<file path="src/hw/rtl/gcpt_pkg.sv">
`timescale 1ns / 1ps
// ----------------------------------------------------------------------------
// gcpt_pkg
// Shared types and constants of the gain compression point tracker.
// ----------------------------------------------------------------------------
package gcpt_pkg;

    // field widths fixed by the item format
    localparam int BIN_W      = 10;
    localparam int BIN_SPAN   = 1 << BIN_W;
    localparam int VAL_W      = 16;
    localparam int POUT_W     = VAL_W + 1;
    localparam int LEVEL_W    = 15;
    localparam int CFG_IDX_W  = 1;
    localparam int CFG_DATA_W = LEVEL_W;
    localparam int BIN_CMP_W  = 17;

    // configuration register indexes
    localparam logic [CFG_IDX_W-1:0] CFG_COMPRESSION_LEVEL   = 1'b0;
    localparam logic [CFG_IDX_W-1:0] CFG_GAIN_EXPANSION_MODE = 1'b1;

    localparam logic [LEVEL_W-1:0] LEVEL_RESET = 15'd256;

    // interpolation divider: 34 bit dividend, two quotient bits a cycle
    localparam int DIV_W     = 34;
    localparam int DIV_STEPS = DIV_W / 2;
    localparam int CNT_W     = $clog2(DIV_STEPS);
    localparam logic [CNT_W-1:0] CNT_LAST = CNT_W'(DIV_STEPS - 1);

    typedef enum logic [2:0] {
        S_IDLE,
        S_READ,
        S_EVAL,
        S_MUL,
        S_LOAD,
        S_DIV,
        S_FIN,
        S_DONE
    } t_state;

    // per bin record held in the state memory
    typedef struct packed {
        logic signed [VAL_W-1:0] peak_gain;
        logic signed [VAL_W-1:0] peak_pin;
        logic signed [VAL_W-1:0] last_gain;
        logic signed [VAL_W-1:0] last_power;
        logic                    flag;
        logic signed [VAL_W-1:0] comp_pin;
        logic signed [VAL_W-1:0] comp_gain;
    } t_entry;

    typedef struct packed {
        logic capture;
        logic eval;
        logic mul;
        logic load;
        logic div_step;
        logic fin;
        logic commit;
    } t_cmd;

    typedef struct packed {
        logic interp;
    } t_status;

endpackage

</file>
<file path="src/hw/rtl/gcpt_ctrl.sv">
`timescale 1ns / 1ps
// ----------------------------------------------------------------------------
// gcpt_ctrl
// Sequencer: read, evaluate, optional interpolation divide, write back.
// ----------------------------------------------------------------------------
module gcpt_ctrl (
    input  logic                i_clk,
    input  logic                i_rst_n,
    input  logic                i_in_valid,
    output logic                o_in_ready,
    output logic                o_out_valid,
    input  logic                i_out_ready,
    input  gcpt_pkg::t_status   i_status,
    output gcpt_pkg::t_cmd      o_cmd
);

    gcpt_pkg::t_state           r_state;
    gcpt_pkg::t_state           n_state;
    logic [gcpt_pkg::CNT_W-1:0] r_cnt;
    logic [gcpt_pkg::CNT_W-1:0] n_cnt;
    logic                       r_out_valid;
    logic                       n_out_valid;
    logic                       out_free;

    assign out_free = !r_out_valid || i_out_ready;

    // next state
    always_comb begin
        n_state = r_state;
        case (r_state)
            gcpt_pkg::S_IDLE: begin
                if (i_in_valid) n_state = gcpt_pkg::S_READ;
            end
            gcpt_pkg::S_READ: n_state = gcpt_pkg::S_EVAL;
            gcpt_pkg::S_EVAL: begin
                n_state = i_status.interp ? gcpt_pkg::S_MUL : gcpt_pkg::S_DONE;
            end
            gcpt_pkg::S_MUL:  n_state = gcpt_pkg::S_LOAD;
            gcpt_pkg::S_LOAD: n_state = gcpt_pkg::S_DIV;
            gcpt_pkg::S_DIV: begin
                if (r_cnt == gcpt_pkg::CNT_LAST) n_state = gcpt_pkg::S_FIN;
            end
            gcpt_pkg::S_FIN:  n_state = gcpt_pkg::S_DONE;
            gcpt_pkg::S_DONE: begin
                if (out_free) n_state = gcpt_pkg::S_IDLE;
            end
            default: n_state = gcpt_pkg::S_IDLE;
        endcase
    end

    // commands
    always_comb begin
        o_cmd      = '0;
        o_in_ready = 1'b0;
        case (r_state)
            gcpt_pkg::S_IDLE: begin
                o_in_ready     = 1'b1;
                o_cmd.capture  = i_in_valid;
            end
            gcpt_pkg::S_READ: ;
            gcpt_pkg::S_EVAL: o_cmd.eval     = 1'b1;
            gcpt_pkg::S_MUL:  o_cmd.mul      = 1'b1;
            gcpt_pkg::S_LOAD: o_cmd.load     = 1'b1;
            gcpt_pkg::S_DIV:  o_cmd.div_step = 1'b1;
            gcpt_pkg::S_FIN:  o_cmd.fin      = 1'b1;
            gcpt_pkg::S_DONE: o_cmd.commit   = out_free;
            default: ;
        endcase
    end

    always_comb begin
        n_cnt = r_cnt;
        if (r_state == gcpt_pkg::S_LOAD) begin
            n_cnt = '0;
        end else if (r_state == gcpt_pkg::S_DIV) begin
            n_cnt = r_cnt + 1'b1;
        end
        n_out_valid = r_out_valid;
        if (o_cmd.commit) begin
            n_out_valid = 1'b1;
        end else if (i_out_ready) begin
            n_out_valid = 1'b0;
        end
    end

    always_ff @(posedge i_clk) begin
        if (!i_rst_n) begin
            r_state     <= gcpt_pkg::S_IDLE;
            r_cnt       <= '0;
            r_out_valid <= 1'b0;
        end else begin
            r_state     <= n_state;
            r_cnt       <= n_cnt;
            r_out_valid <= n_out_valid;
        end
    end

    assign o_out_valid = r_out_valid;

`ifndef SYNTHESIS
    a_single_item: assert property (@(posedge i_clk) disable iff (!i_rst_n)
        o_cmd.capture |=> !o_in_ready)
        else $error("second transaction taken while one is in flight");

    a_div_count: assert property (@(posedge i_clk) disable iff (!i_rst_n)
        (r_state == gcpt_pkg::S_DIV) |-> (r_cnt <= gcpt_pkg::CNT_LAST))
        else $error("divider step count out of range");

    a_result_source: assert property (@(posedge i_clk) disable iff (!i_rst_n)
        $rose(r_out_valid) |-> $past(r_state == gcpt_pkg::S_DONE))
        else $error("result raised outside write back");
`endif

endmodule

</file>
<file path="config.mk">
export PLATFORM = sky130hd
export DESIGN_NAME = gcpt_ctrl
export DESIGN_NICKNAME = d
export VERILOG_FILES = /design/src/hw/rtl/gcpt_pkg.sv /design/src/hw/rtl/gcpt_ctrl.sv
export SDC_FILE = /design/constraint.sdc
export NUM_CORES = 1
export LEC_CHECK = 0
export ABC_CLOCK_PERIOD_IN_PS = 2900
export BUFFER_PORTS_ARGS = -buffer_cell sky130_fd_sc_hd__buf_2
export CORE_UTILIZATION = 40
export CTS_CLUSTER_DIAMETER = 200
export DETAILED_ROUTE_END_ITERATION = 8
export PLACE_DENSITY = 0.72
export SYNTH_ARGS = -nofsm -noshare
export SYNTH_HDL_FRONTEND = slang
export SYNTH_SLANG_ARGS = --single-unit
</file>
<file path="constraint.sdc">
create_clock -name i_clk -period 2.9 [get_ports i_clk]
set_input_delay 0.145 -clock i_clk [delete_from_list [all_inputs] [get_ports i_clk]]
set_output_delay 0.145 -clock i_clk [all_outputs]
set_load 0.03 [all_outputs]
</file>
==> metrics.md <==
| Metric | Value |
|---|---|
| Status | `finished, final reports clean` |
| Later-pin clock latency in the skew report | `0.26 ns` |
| Congestion Overflow GR | `0` |
| Ports | `14` |
| # nets final | `94` |
| Final core occ | `between 50% and 60%` |
| Row cnt | `13` |
| Least-Margin Pin Slew | `between 0.4 and 0.5 ns` |
| TritonCTS clock tree | `yes` |
| GR Layer Usage met2 | `a little over a quarter` |
| Ys Warns | `0` |
| Filler cells | `135` |
| Setup Buffers After CTS | `0` |
| PortBufs | `13` |
| Highest-delay cell along the critical path | `dfxtp_1` |
| Core Region | `1300 um^2` |
| Tcrit/Tclk final | `54.5%` |
| GR Util All Layers | `17.2%` |
| DR vias | `493` |
| Die footprint | `1570 um^2` |
| Setup_tns | `0 ns` |
| EDFF count, synth | `0` |
| #FFs+latches synth | `9` |
| Routed vias/inst | `just over 5` |
| PD cells | `about 740 nW/um^2` |
| Worst path arrival time | `roughly 1.4 ns` |
| CP cell instances | `inv_1 > ha_1 > nor2b_1 > and2_1 > buf_2` |
| Fmax | `633 MHz` |
| Final setup violation count | `0` |
| CTS clk-pin slew, worst paths | `~0.060 ns` |
| First-pass GRT wire length | `1680 um` |
| M1 GR Usage | `18.4%` |
| Crit end category | `output pin` |
| CP Buf/Inv Count | `2` |
| Die height | `a little under 40 um` |
| 1st-pass router iterations | `5` |
| Vias in the first global route | `409` |
| CTS Hold Bufs | `0` |
| Pleak | `a little over 0.3 nW` |
| Wirelength, routed | `1070 um` |
| # H-tree levels | `1` |
| Avg Inst Size Synth | `8.44 um^2` |
| Final WS setup | `roughly 1.3 ns` |
| Ys async rst share | `0%` |
| Post-route cell area | `663 um^2` |
| Area Growth Syn to Fin | `17.3%` |
| Tmin final | `1.58 ns` |
| Slowest stage delay, CP | `about 0.38 ns` |
| Placed Instance Area | `637 um^2` |
| DR iter-0 viols | `8` |
| Share of layout cells above drive strength 1 | `20.7%` |
| Startpoint Class | `flip-flop` |
| Syn nets | `78` |
| Clock root buffer | `clkbuf_4` |
| Post-synth top flop | `dfxtp_1` |
| # resized after CTS | `0` |
| Ant diodes | `0` |
| CP delay by family, top | `flip-flops` |
| Setup Crit Path Kind | `flip-flop to output pin` |
| Hold Path Class | `primary input to flip-flop` |
| Final Skew | `0.00100 ns` |
| Die Width | `39.6 um` |
| Crit Path Max Fanout | `4` |
| Final hold vios | `0` |
| Starting Density | `43.5%` |
| Part of the Yosys area used for sequential elements | `31.9%` |
| Num Clock Sinks | `9` |
| VDD IR-drop max | `0.369 mV` |
| RSZ-0062 raised after global routing | `no` |
| Largest net degree at the start of global routing | `16` |
| Max cap viols | `0` |
| TritonCTS Buffers | `3` |
| Yosys cell types | `25` |
| DP Wirelength | `815 um` |
| Cell Count, Final, Fillers Out | `97` |
| GR Layer Usage met3 | `10.2%` |
| Initial antenna violation count | `0` |
| Cells after synthesis | `67` |
| Clk buf depth | `2` |
| ANT nets after route | `0` |
| Post-place setup slack | `1.37 ns` |
| Gr busiest metal | `met2` |
| Mapped Area | `566 um^2` |
| Crit path required time | `2.76 ns` |
| Slew Viols, Final | `0` |
| Slew HR | `71.9%` |
| Wire length per cell | `between 10 and 15 um` |
| GPL Wtd Cong | `between 0.7 and 0.8` |
| Dpl cells | `93` |
| DRC | `0` |
-- area by class of cell --
type	instances	area [um^2]	area share (%)
Inverter	5	18.8	2.83
Timing Repair Buffer	13	65.1	9.81
Multi-Input combinational cell	51	354	53.4
Clock buffer	4	26.3	3.96
Tap cell	15	18.8	2.83
Sequential cell	9	180	27.2
-- flip-flops by register name (all words and copies together), names as in the netlist --
register / count
o_out_valid: 1
r_state: 3
r_cnt: 5
-- cells by family (layout without fill, tap and decap cells) --
family / count (synthesis) / in the layout / share of synthesized area [%]
adders and majority gates: 6 / 6 / 13.3
DFF: 9 / 9 / 31.9
AOI/OAI and AO/OA: 9 / 9 / 10.4
muxes: 3 / 3 / 5.31
and+or+nand+nor: 31 / 31 / 30.5
xor gates and xnor gates: 2 / 2 / 3.10
buffers and inverters: 7 / 22 / 5.53
-- synth_stat cells (all sizes together) (2+ instances only) --
master	number	area share (%)
or3	2	2.2
nor2b	5	5.5
buf	2	2.2
nand3	3	2.7
nand2b	2	2.2
a21oi	3	2.7
nor2	3	2.0
and2	3	3.3
nand2	9	6.0
o21ai	2	1.8
dfxtp	9	32
mux2i	3	5.3
inv	5	3.3
ha	6	13
-- power breakdown --
part | switching [mW] | leakage, nW | internal [mW]
Clock | 0.0437 | 0.0150 | 0.0530
Sequential | 0.0282 | 0.0731 | 0.141
Combinational | 0.139 | 0.221 | 0.0887
-- layout by cell type (no fill, tap or decap) --
master	n
nor2_1	3
or3b_1	1
buf_2	13
clkbuf_4	3
o211a_2	1
xnor2_1	1
o21ai_0	2
clkbuf_1	1
inv_1	5
ha_1	6
dfxtp_1	9
nor2b_1	5
o31ai_1	1
nand3_1	3
nand2_1	9
or4b_1	1
or3_1	2
nand2b_1	2
and2_1	3
nand4b_1	1
a21oi_1	3
o311ai_1	1
mux2i_1	3
a21boi_0	1
xor2_1	1
nor4bb_1	1
-- metal layers --
| layer | vias up | part of all wire (%) |
|---|---|---|
| li1 | 257 | - |
| met1 | 217 | 42 |
| met2 | 15 | 49 |
| met3 | 4 | 6.6 |
| met4 | 0 | 2.2 |
| met5 | - | 0 |
-- through the flow --
stage	power, mW	hold WS (ns)
after CTS	0.499	0.174
after global routing	0.533	0.177
after detailed placement	0.399	0.456
after global placement	0.394	0.446
after floorplan	0.345	0.291
final	0.494	0.176
-- worst min-delay path, delay by kind of cell --
family,cells,cell delay (ns)
buffers and inverters,1,0.08
AND/OR/NAND/NOR,1,0.09
AO/OA/AOI/OAI,1,0.07
-- worst paths after layout --
path | start | endpoint | slack [ns] | cells past startpoint
setup / recovery | r_state[0] | o_cmd[6] | 1.32 | 5
hold / removal | i_out_ready | o_out_valid | 0.18 | 3
setup reg to reg | r_state[1] | r_state[2] | 1.36 | 5
hold reg to reg | r_state[1] | r_state[1] | 0.50 | 2
(Power assumes the default switching activity.)
